`config.mk`:
```
export PLATFORM = sky130hd
export DESIGN_NAME = least_used_slot_assigner
export DESIGN_NICKNAME = d
export VERILOG_FILES = /design/src/lusa_pkg.sv /design/src/lusa_ctrl.sv /design/src/lusa_dp.sv /design/src/least_used_slot_assigner.sv
export SDC_FILE = /design/constraint.sdc
export NUM_CORES = 1
export LEC_CHECK = 0
export BUFFER_PORTS_ARGS = -buffer_cell sky130_fd_sc_hd__buf_2
export CORE_MARGIN = 10
export CORE_UTILIZATION = 52
export CTS_BUF_LIST = sky130_fd_sc_hd__clkbuf_16
export CTS_CLUSTER_SIZE = 24
export DETAILED_ROUTE_END_ITERATION = 10
export PLACE_DENSITY = 0.76
export SYNTH_ARGS = -nofsm -noshare
export SYNTH_HDL_FRONTEND = slang
export SYNTH_SLANG_ARGS = --single-unit
export TNS_END_PERCENT = 10
```
`constraint.sdc`:
```
create_clock -name clk -period 7.8 [get_ports clk]
set_input_delay 1.17 -clock clk [delete_from_list [all_inputs] [get_ports clk]]
set_output_delay 1.17 -clock clk [all_outputs]
set_load 0.02 [all_outputs]
```
`src/lusa_pkg.sv`:
```
// Package for the least-used slot assigner: operation and result codes,
// stream field widths and the control/status structs.
// No dependencies; every module of the block imports it.
package lusa_pkg;

    localparam int OP_W = 2;
    localparam int REQ_W = 16;
    localparam int SLOT_OUT_W = 3;
    localparam int IN_TDATA_W = 24;
    localparam int OUT_TDATA_W = 8;

    localparam logic [OP_W-1:0] OP_ASSIGN = 2'd0;
    localparam logic [OP_W-1:0] OP_LOOKUP = 2'd1;
    localparam logic [OP_W-1:0] OP_RELEASE = 2'd2;
    localparam logic [OP_W-1:0] OP_CLEAR = 2'd3;

    localparam logic [1:0] RES_NONE = 2'd0;
    localparam logic [1:0] RES_FULL = 2'd1;
    localparam logic [1:0] RES_ASSIGN = 2'd2;
    localparam logic [1:0] RES_HIT = 2'd3;

    typedef struct packed {
        logic       start;      // latch requester, rewind table and slot scans
        logic       clear;      // empty the table and zero all use counts
        logic       slot_step;  // compare one use count against the best so far
        logic       append;     // write the new pair and bump its slot count
        logic       issue;      // read the next table entry
        logic       scan;       // compare the returned entry against the requester
        logic       shift_wr;   // write the returned entry one place lower
        logic       remove;     // drop the last entry and decrement the slot count
        logic       finish;     // load the output register
        logic [1:0] res_code;
    } lusa_cmd_t;

    typedef struct packed {
        logic tbl_full;   // table holds ENTRIES pairs
        logic slot_done;  // all use counts have been compared
        logic hit;        // returned entry matches the requester
        logic tbl_done;   // nothing left to read and nothing in flight
        logic out_busy;   // output register holds a result not yet taken
    } lusa_stat_t;

endpackage

```
`src/lusa_ctrl.sv`:
```
// Controller of the least-used slot assigner: sequences one request through
// slot scan, table scan and table compaction. Depends on lusa_pkg.
module lusa_ctrl
    import lusa_pkg::*;
(
    input  logic            clk,
    input  logic            rst_n,
    input  logic            in_valid,
    input  logic [OP_W-1:0] in_op,
    input  lusa_stat_t      stat,
    output logic            in_ready,
    output lusa_cmd_t       cmd
);

    localparam logic [2:0] S_IDLE = 3'd0;
    localparam logic [2:0] S_SLOT = 3'd1;
    localparam logic [2:0] S_SCAN = 3'd2;
    localparam logic [2:0] S_SHIFT = 3'd3;
    localparam logic [2:0] S_RESULT = 3'd4;

    logic [2:0] state_reg, state_next;
    logic [1:0] res_reg, res_next;
    logic       release_reg, release_next;

    assign in_ready = (state_reg == S_IDLE);

    always_comb
    begin
        state_next = state_reg;
        res_next = res_reg;
        release_next = release_reg;
        cmd = '0;
        cmd.res_code = res_reg;
        unique case (state_reg)
            S_IDLE:
            begin
                if (in_valid)
                begin
                    unique case (in_op)
                        OP_ASSIGN:
                        begin
                            if (stat.tbl_full)
                            begin
                                res_next = RES_FULL;
                                state_next = S_RESULT;
                            end
                            else
                            begin
                                cmd.start = 1'b1;
                                state_next = S_SLOT;
                            end
                        end
                        OP_LOOKUP, OP_RELEASE:
                        begin
                            cmd.start = 1'b1;
                            release_next = (in_op == OP_RELEASE);
                            state_next = S_SCAN;
                        end
                        default:
                        begin
                            cmd.clear = 1'b1;
                            res_next = RES_NONE;
                            state_next = S_RESULT;
                        end
                    endcase
                end
            end
            S_SLOT:
            begin
                if (stat.slot_done)
                begin
                    cmd.append = 1'b1;
                    res_next = RES_ASSIGN;
                    state_next = S_RESULT;
                end
                else
                begin
                    cmd.slot_step = 1'b1;
                end
            end
            S_SCAN:
            begin
                cmd.issue = 1'b1;
                cmd.scan = 1'b1;
                if (stat.hit)
                begin
                    res_next = RES_HIT;
                    state_next = release_reg ? S_SHIFT : S_RESULT;
                end
                else if (stat.tbl_done)
                begin
                    res_next = RES_NONE;
                    state_next = S_RESULT;
                end
            end
            S_SHIFT:
            begin
                cmd.issue = 1'b1;
                cmd.shift_wr = 1'b1;
                if (stat.tbl_done)
                begin
                    cmd.remove = 1'b1;
                    state_next = S_RESULT;
                end
            end
            S_RESULT:
            begin
                if (!stat.out_busy)
                begin
                    cmd.finish = 1'b1;
                    state_next = S_IDLE;
                end
            end
            default:
            begin
                state_next = S_IDLE;
            end
        endcase
    end

    always_ff @(posedge clk or negedge rst_n)
    begin
        if (!rst_n)
        begin
            state_reg <= S_IDLE;
            res_reg <= RES_NONE;
            release_reg <= 1'b0;
        end
        else
        begin
            state_reg <= state_next;
            res_reg <= res_next;
            release_reg <= release_next;
        end
    end

endmodule

```
`src/lusa_dp.sv`:
```
// Datapath of the least-used slot assigner: use counts, the pair table
// memory, scan counters and the output register. Depends on lusa_pkg.
module lusa_dp
    import lusa_pkg::*;
#(
    parameter int ENTRIES = 64,
    parameter int SLOTS = 8
)
(
    input  logic             clk,
    input  logic             rst_n,
    input  logic [REQ_W-1:0] in_req,
    input  lusa_cmd_t        cmd,
    output lusa_stat_t       stat,
    output logic             out_valid,
    input  logic             out_ready,
    output logic [SLOT_OUT_W-1:0] out_slot,
    output logic             out_found,
    output logic             out_full
);

    localparam int CW = $clog2(ENTRIES + 1);             // pair count, use counts
    localparam int AW = (ENTRIES > 1) ? $clog2(ENTRIES) : 1;
    localparam int SW = (SLOTS > 1) ? $clog2(SLOTS) : 1;
    localparam int SIW = $clog2(SLOTS + 1);
    localparam int MW = REQ_W + SW;

    logic [CW-1:0]    use_reg [0:SLOTS-1];
    logic [CW-1:0]    count_reg;
    logic [MW-1:0]    mem [0:ENTRIES-1];
    logic [MW-1:0]    mem_q;
    logic             mem_we;
    logic [AW-1:0]    mem_wa;
    logic [MW-1:0]    mem_wd;
    logic [CW-1:0]    addr_reg;
    logic [CW-1:0]    rd_addr_reg;
    logic             rd_vld_reg;
    logic [REQ_W-1:0] req_reg;
    logic [SIW-1:0]   slot_idx_reg;
    logic [SW-1:0]    best_reg;
    logic [CW-1:0]    best_cnt_reg;
    logic [SW-1:0]    hit_slot_reg;
    logic [CW-1:0]    cur_cnt;
    logic             hit;
    logic             out_valid_reg;
    logic [SLOT_OUT_W-1:0] out_slot_reg;
    logic             out_found_reg;
    logic             out_full_reg;

    assign cur_cnt = use_reg[slot_idx_reg[SW-1:0]];
    assign hit = rd_vld_reg && (mem_q[MW-1:SW] == req_reg);

    assign stat.tbl_full = (count_reg == CW'(ENTRIES));
    assign stat.slot_done = (slot_idx_reg == SIW'(SLOTS));
    assign stat.hit = hit;
    assign stat.tbl_done = !rd_vld_reg && (addr_reg >= count_reg);
    assign stat.out_busy = out_valid_reg && !out_ready;

    // Table memory: one write port, one registered read port.
    always_comb
    begin
        mem_we = 1'b0;
        mem_wa = count_reg[AW-1:0];
        mem_wd = {req_reg, best_reg};
        if (cmd.append)
        begin
            mem_we = 1'b1;
        end
        else if (cmd.shift_wr && rd_vld_reg)
        begin
            mem_we = 1'b1;
            mem_wa = AW'(rd_addr_reg - CW'(1));
            mem_wd = mem_q;
        end
    end

    always_ff @(posedge clk)
    begin
        if (mem_we)
        begin
            mem[mem_wa] <= mem_wd;
        end
        mem_q <= mem[addr_reg[AW-1:0]];
    end

    // Table read sequencing, shared by the match scan and the compaction.
    always_ff @(posedge clk or negedge rst_n)
    begin
        if (!rst_n)
        begin
            addr_reg <= '0;
            rd_addr_reg <= '0;
            rd_vld_reg <= 1'b0;
        end
        else if (cmd.start)
        begin
            addr_reg <= '0;
            rd_vld_reg <= 1'b0;
        end
        else if (cmd.scan && hit)
        begin
            addr_reg <= rd_addr_reg + CW'(1);
            rd_vld_reg <= 1'b0;
        end
        else if (cmd.issue)
        begin
            if (addr_reg < count_reg)
            begin
                rd_addr_reg <= addr_reg;
                addr_reg <= addr_reg + CW'(1);
                rd_vld_reg <= 1'b1;
            end
            else
            begin
                rd_vld_reg <= 1'b0;
            end
        end
    end

    // Use counts and pair count.
    always_ff @(posedge clk or negedge rst_n)
    begin
        if (!rst_n)
        begin
            for (int i = 0; i < SLOTS; i++)
            begin
                use_reg[i] <= '0;
            end
            count_reg <= '0;
        end
        else if (cmd.clear)
        begin
            for (int i = 0; i < SLOTS; i++)
            begin
                use_reg[i] <= '0;
            end
            count_reg <= '0;
        end
        else if (cmd.append)
        begin
            use_reg[best_reg] <= use_reg[best_reg] + CW'(1);
            count_reg <= count_reg + CW'(1);
        end
        else if (cmd.remove)
        begin
            if (use_reg[hit_slot_reg] != '0)
            begin
                use_reg[hit_slot_reg] <= use_reg[hit_slot_reg] - CW'(1);
            end
            count_reg <= count_reg - CW'(1);
        end
    end

    // Minimum search over the use counts, one slot per cycle.
    always_ff @(posedge clk or negedge rst_n)
    begin
        if (!rst_n)
        begin
            slot_idx_reg <= '0;
        end
        else if (cmd.start)
        begin
            slot_idx_reg <= SIW'(1);
        end
        else if (cmd.slot_step)
        begin
            slot_idx_reg <= slot_idx_reg + SIW'(1);
        end
    end

    always_ff @(posedge clk)
    begin
        if (cmd.start)
        begin
            req_reg <= in_req;
            best_reg <= '0;
            best_cnt_reg <= use_reg[0];
        end
        else if (cmd.slot_step && (cur_cnt < best_cnt_reg))
        begin
            best_reg <= slot_idx_reg[SW-1:0];
            best_cnt_reg <= cur_cnt;
        end
        if (cmd.scan && hit)
        begin
            hit_slot_reg <= mem_q[SW-1:0];
        end
    end

    // Output register.
    always_ff @(posedge clk or negedge rst_n)
    begin
        if (!rst_n)
        begin
            out_valid_reg <= 1'b0;
        end
        else if (cmd.finish)
        begin
            out_valid_reg <= 1'b1;
        end
        else if (out_ready)
        begin
            out_valid_reg <= 1'b0;
        end
    end

    always_ff @(posedge clk)
    begin
        if (cmd.finish)
        begin
            unique case (cmd.res_code)
                RES_ASSIGN: out_slot_reg <= SLOT_OUT_W'(best_reg);
                RES_HIT:    out_slot_reg <= SLOT_OUT_W'(hit_slot_reg);
                default:    out_slot_reg <= '0;
            endcase
            out_found_reg <= (cmd.res_code == RES_ASSIGN) || (cmd.res_code == RES_HIT);
            out_full_reg <= (cmd.res_code == RES_FULL);
        end
    end

    assign out_valid = out_valid_reg;
    assign out_slot = out_slot_reg;
    assign out_found = out_found_reg;
    assign out_full = out_full_reg;

endmodule

```
`src/least_used_slot_assigner.sv`:
```
// Top level of the least-used slot assigner: stream ports around the
// controller (lusa_ctrl) and the datapath (lusa_dp). Depends on lusa_pkg.
//
// The block hands out slot numbers so that SLOTS slots are used evenly. Every
// request on the slave stream gives exactly one result on the master stream.
// Assign picks the lowest-numbered slot with the smallest use count, bumps
// that count and appends (requester, slot) to a table of up to ENTRIES pairs
// kept oldest first; when the table is full it answers table_full and changes
// nothing. Lookup returns the slot of the oldest pair for the requester.
// Release removes that pair, keeps the order of the others and decrements the
// slot's use count. Clear empties the table and zeroes all counts. Requests
// are handled one at a time. An assign runs the minimum search, which compares
// one use count per cycle, before it bumps the count and appends the pair. A
// lookup scans the table oldest first, one entry per cycle, because the table
// sits in a memory with a single read port, and stops at the first match. A
// release that matches adds the compaction pass that moves every later pair
// down by one, again one entry per cycle; a release that misses runs the same
// scan as a lookup that misses. Slack on the output side is one register: a
// new request is accepted while a result waits to be taken.
module least_used_slot_assigner
    import lusa_pkg::*;
#(
    parameter int ENTRIES = 64,
    parameter int SLOTS = 8
)
(
    input  logic                   clk,
    input  logic                   rst_n,
    input  logic                   s_axis_tvalid,
    output logic                   s_axis_tready,
    // operation [1:0], line_index [17:2], zero padding [23:18]
    input  logic [IN_TDATA_W-1:0]  s_axis_tdata,
    output logic                   m_axis_tvalid,
    input  logic                   m_axis_tready,
    // slot [2:0], found [3], table_full [4], zero padding [7:5]
    output logic [OUT_TDATA_W-1:0] m_axis_tdata
);

    lusa_cmd_t             cmd;
    lusa_stat_t            stat;
    logic [SLOT_OUT_W-1:0] slot;
    logic                  found;
    logic                  table_full;

    // The controller only looks at the stream while idle, so the request
    // fields are taken straight from the port on the accepting edge.
    lusa_ctrl u_ctrl (
        .clk      (clk),
        .rst_n    (rst_n),
        .in_valid (s_axis_tvalid),
        .in_op    (s_axis_tdata[OP_W-1:0]),
        .stat     (stat),
        .in_ready (s_axis_tready),
        .cmd      (cmd)
    );

    lusa_dp #(
        .ENTRIES (ENTRIES),
        .SLOTS   (SLOTS)
    ) u_dp (
        .clk       (clk),
        .rst_n     (rst_n),
        .in_req    (s_axis_tdata[OP_W+REQ_W-1:OP_W]),
        .cmd       (cmd),
        .stat      (stat),
        .out_valid (m_axis_tvalid),
        .out_ready (m_axis_tready),
        .out_slot  (slot),
        .out_found (found),
        .out_full  (table_full)
    );

    assign m_axis_tdata = {3'b000, table_full, found, slot};

endmodule
```
==> results.toml, run 1 <==
[timing]
max_freq_ghz = 0.219
hold_viol_final = 0
rsz0062_at_grt = "no"
fin_crit_ps = 4560
fin_ws_ps = 3240
setup_viol = 0
finalSetupTns_ps = 0
slew_headroom_pct = 6.87
drv_slew = 0
skew_ps = 46.5
post-route-period-util_pct = 58.5
tightest_slew_ps = 1400
timing.hold.ws_ps = 429

[critical_path]
cp_top_family = "simple AND/OR/NAND/NOR gates"
end_kind = "flip-flop"
path_cells = "xor2_1, nor4_1, nand2_1, nor4_1, nand2_1, o21ai_0, ha_1, nor4b_1, nand4_1, xnor2_1, o211a_1"
path_class = "flip-flop to flip-flop"
start_kind = "flip-flop"
cp_slowest_cell = "nor4_1"
critPathMaxStageDelay_ps = 1070
crit_fanout = 9
required_ps = 8400
cp.arrival_ps = 5160
crit_buf_inv = 0

[pwr]
power.density_nw_per_um2 = 331
max-vdd-ir-drop_uv = 354
power.total_mw = 20.5
power_leakage_nw = 19.7

[grt]
met2_usage_pct = 37.7
grt_pass1_vias = 29400
antenna_found_initial = 6
grt_max_degree = 146
grt_util_met1_pct = 31.4
grt-ovfl-total = 0
busiest_layer = "met2"
grt_usage_pct = 23.1
grt_util_met3_pct = 4.20
grt_first_pass_wirelength_mm = 204

[worst_hold_path]
hp-class = "flip-flop to flip-flop"

[die]
die_h_um = 346
io-pin-count = 38
die_x_um = 346
start_util_pct = 52.4
core_sq_um = 106000
die-area_sq_um = 120000
rows = 119

[yosys]
yosys.area.top_type = "edfxtp_1"
yosysMostFrequentCell = "edfxtp_1"
yosysWarnings = 0
synth_area_leaders = "edfxtp_1, mux4_2, dfrtp_1"
synth-main-ff-cell = "edfxtp_1"
ys_seq_area_share_pct = 72.5
syn_inst = 2749
ys_ff_latch = 1358
ys_top_cells_by_count = "edfxtp_1, mux4_2, nand2_1, nor2_1"
syn_area_sq_um = 55400
yosys.area.top_type_share_pct = 67.7
synth.avg_cell_area_sq_um = 20.1
ys_types = 77
async_flop_share_pct = 6.55
synth-edff-count = 1247

[clock_network]
clockRootBuffer = "clkbuf_16"
clockBufferDepth = 3
numCtsBuffers = 137
htree_levels = 4
post_cts_buffers = 0
cts_resized = 0
cts.clk_slew.worst_paths_ps = 60
hold_buffers = 0
clkLatencyLatePin_ps = 750
clock-sinks = 1358
cts_tree = "yes"

[status]
status = "completed"

[route]
drtIter0Drc = 3948
viasPerCell = 6.59
firstDrtPassIters = 8
dr_total_vias = 28700
wl_per_cell_um = 32.0
ant_nets = 0
finalWirelength_mm = 139
drc = 0

[placement]
preCtsSetupSlack_ps = 3430
dpl.cell_count = 4109
dp_hpwl_mm = 77.3
io_buffers = 28
globalplace.congestion = 0.887

[cells_and_area]
final_nets = 2914
final_cells = 4353
area_delta_synth_final_pct = 11.9
layout-drive-gt1-share_pct = 29.1
largest_register_ffs = 1216

[job]
drv_cap = 0
## layout by cell type (no fill, tap or decap), types with 37 or more instances in the layout
cell,synthesis,routed
buf_4,9,90
clkbuf_16,0,137
dfrtp_1,89,85
edfxtp_1,1247,1247
inv_1,39,60
mux4_2,418,418
nand2_1,183,167
nor2_1,120,56
nor2_2,0,64
o21ai_0,65,62
o22a_1,37,37
## cell families after synthesis
kind of cell	share of synthesized area [%]
fa+ha+maj	0.669
xor+xnor	0.712
mux	18.5
compound gates	2.75
other cells	0.00677
buf+inv	1.49
simple gates	3.44
flops	72.5
## path summary, 6_finish.rpt
check,start,endpoint,slack (ps),depth (start not counted)
setup / recovery,u_dp.req_reg[1]$_DFFE_PP_,u_dp.addr_reg[6]$_DFFE_PN0P_,3240,11
hold / removal,u_dp.mem_q[1]$_DFF_P_,u_dp.hit_slot_reg[1]$_DFFE_PP_,430,0
setup reg to reg,u_dp.req_reg[1]$_DFFE_PP_,u_dp.addr_reg[6]$_DFFE_PN0P_,3240,11
hold reg to reg,u_dp.mem_q[1]$_DFF_P_,u_dp.hit_slot_reg[1]$_DFFE_PP_,430,0
max in group asynchronous,rst_n,u_dp.addr_reg[0]$_DFFE_PN0P_,6150,2
min in group asynchronous,rst_n,u_dp.use_reg[25]$_DFFE_PN0P_,480,1
## per-stage QoR
stage / cell area (sq um) / util (%)
2_1_floorplan: 55400 / -
3_3_place_gp: 57500 / 54.5
3_5_place_dp: 57500 / 54.5
4_1_cts: 61900 / 58.7
5_1_grt: 61900 / 58.7
6_report: 61900 / 58.7
## per-layer routing
layer	routed length [um]	part of all wire, %
met3	12900	9.3
met5	62	0.045
met1	52600	38
met2	68700	49
met4	4830	3.5
## power breakdown
part	switching [mW]	total [mW]	internal [mW]	leakage, nW
combinational	2.93	5.17	2.23	4.86
sequential	0.382	8.93	8.55	12.6
clock	2.84	6.40	3.56	2.22
total	6.16	20.5	14.3	19.7
## area by class of cell
cell class | instances | area, sq um
Antenna cell | 2 | 5.00
Clock buffer | 137 | 3430
Clock inverter | 105 | 991
Fill cell | 7250 | 43600
Inverter | 41 | 154
Multi-Input combinational cell | 1201 | 14700
Sequential cell | 1358 | 40100
Tap cell | 1391 | 1740
Timing Repair Buffer | 118 | 831
(Power assumes the default switching activity.)
==> run 2: changes to the inputs <==
==> constraint.sdc (replaced) <==
create_clock -name clk -period 4.4 [get_ports clk]
set_input_delay 0.66 -clock clk [delete_from_list [all_inputs] [get_ports clk]]
set_output_delay 0.66 -clock clk [all_outputs]
set_load 0.02 [all_outputs]
==> run 2 against run 1 <==
Compared with the run above:
- final area is 1.8% higher
- critical path depth down 1
- worst setup slack got worse by 2700 ps
- wire length increased by 0.89%
- clock skew decreased by 15 ps
==> results.toml, run 2 (same netlist as run 1, synthesis figures left out) <==
[route]
drtIter0Drc = 3629
finalWirelength_mm = 140
firstDrtPassIters = 8
wl_per_cell_um = 31.7
ant_nets = 0
drc = 0
dr_total_vias = 28800
viasPerCell = 6.49

[cells_and_area]
final_nets = 2981
fill_cells = 7031
mostFrequentLayoutCell = "edfxtp_1"
design_area_sq_um = 63100
antennaDiodeCount = 0
final_util_pct = 59.7
final_cells = 4427
final_cell_mix = "edfxtp_1, mux4_2, nand2_1, clkbuf_16, buf_4"
layout-drive-gt1-share_pct = 30.7
area_delta_synth_final_pct = 13.9
largest_register_ffs = 1216

[critical_path]
required_ps = 5040
path_cells = "xnor2_1, nand4_1, or2_2, or4_1, o21ai_0, ha_1, nor4b_1, nand4_1, xnor2_1, o211a_1"
start_kind = "flip-flop"
critPathMaxStageDelay_ps = 660
path_class = "flip-flop to flip-flop"
worstReg2RegStart = "u_dp.req_reg[4]$_DFFE_PP_"
rr_endpoint = "u_dp.addr_reg[6]$_DFFE_PN0P_"
crit_fanout = 14
rr_worst_depth = 10
end_kind = "flip-flop"
cp.arrival_ps = 4500
cp_slowest_cell = "or4_1"
reg2reg_slack_ps = 530

[grt]
antenna_found_initial = 8
grt_first_pass_wirelength_mm = 206
grt_usage_pct = 23.4
grt_pass1_vias = 29400
grt_max_degree = 88
grt-ovfl-total = 0

[timing]
skew_ps = 31.5
max_freq_ghz = 0.259
setup_viol = 0
finalSetupTns_ps = 0
slew_headroom_pct = 10.0
timing.hold.ws_ps = 140
tightest_slew_ps = 1340
fin_ws_ps = 535
post-route-period-util_pct = 87.8
rsz0062_at_grt = "no"
drv_slew = 0
fin_crit_ps = 3870
hold_viol_final = 0

[die]
start_util_pct = 52.4
die_h_um = 346
rows = 119
die_x_um = 346
core_sq_um = 106000
io-pin-count = 38
die-area_sq_um = 120000

[pwr]
power_leakage_nw = 20.2
switching_share_pct = 29.7
p_int_mw = 25.8
power.density_nw_per_um2 = 581
power.total_mw = 36.7
switching_power_mw = 10.9
seqPwrFrac_pct = 43.0
max-vdd-ir-drop_uv = 583
pwr-share-comb_pct = 26.0
p_clk_share_pct = 31.0

[placement]
preCtsSetupSlack_ps = 660
dpl.cell_count = 4176
placed_area_sq_um = 58600
globalplace.congestion = 0.904
dp_hpwl_mm = 80.3
io_buffers = 28

[job]
drv_cap = 0

[clock_network]
cts_tree = "yes"
numCtsBuffers = 136
clockRootBuffer = "clkbuf_16"
htree_levels = 4
clockBufferDepth = 3
clkLatencyLatePin_ps = 770
cts.clk_slew.worst_paths_ps = 60
post_cts_buffers = 0
clock-sinks = 1358

[worst_hold_path]
holdPathEnd = "u_dp.req_reg[7]$_DFFE_PP_"
hp-class = "input port to flip-flop"
hp-start = "s_axis_tdata[9]"
whs_path_depth = 1

[status]
status = "completed"
## run 2: metal layers
| layer | part of all wire (%) | vias up | track usage [%] | routed length, um |
|---|---|---|---|---|
| li1 | - | 11700 | - | - |
| met1 | 38 | 15100 | 30.7 | 52700 |
| met2 | 49 | 1655 | 38.0 | 69200 |
| met3 | 8.9 | 323 | 4.89 | 12500 |
| met4 | 4.2 | 8 | 9.85 | 5930 |
| met5 | 0.043 | - | 0 | 60 |
## run 2: what timing repair did
item / 4_1_cts / 5_1_grt
endpoints found under the hold margin: 2 / 0
hold buffers: 1 / 0
resized for setup: 0 / 0
## run 2: worst max-delay path by stage
stage                                          from                           end  depth (start not counted)
floorplan           u_ctrl.state_reg[1]$_DFFE_PN0P_      u_dp.mem[0][0]$_DFFE_PP_                          6
global placement          u_dp.req_reg[4]$_DFFE_PP_  u_dp.addr_reg[6]$_DFFE_PN0P_                         10
detailed placement        u_dp.req_reg[4]$_DFFE_PP_  u_dp.addr_reg[6]$_DFFE_PN0P_                         10
CTS                       u_dp.req_reg[4]$_DFFE_PP_  u_dp.addr_reg[6]$_DFFE_PN0P_                         10
global route              u_dp.req_reg[4]$_DFFE_PP_  u_dp.addr_reg[6]$_DFFE_PN0P_                         10
finish                    u_dp.req_reg[4]$_DFFE_PP_  u_dp.addr_reg[6]$_DFFE_PN0P_                         10
## run 2: worst max-delay path: cells and delay by family, from the launching register on
family,cells,cell delay (ps)
and+or+nand+nor,5,2080
DFF,1,430
AOI/OAI and AO/OA,2,470
xor gates and xnor gates,2,510
adders and majority gates,1,250
## run 2: area by class of cell
class / instances / area (sq um) / area share, %
Sequential cell: 1358 / 40100 / 63.6
Multi-Input combinational cell: 1201 / 14700 / 23.2
Clock buffer: 141 / 3530 / 5.60
Timing Repair Buffer: 186 / 1970 / 3.12
Tap cell: 1391 / 1740 / 2.76
Clock inverter: 109 / 888 / 1.41
Inverter: 41 / 154 / 0.244
## run 2: power by group through the flow
stage / sequential, mW / clock [mW] / combinational (mW)
after global placement: 16.0 / 0 / 9.18
after detailed placement: 16.0 / 0 / 9.41
final: 15.8 / 11.4 / 9.53
after global routing: 15.8 / 12.0 / 10.1
after CTS: 15.7 / 11.5 / 9.55
after floorplan: 15.7 / 0 / 6.52
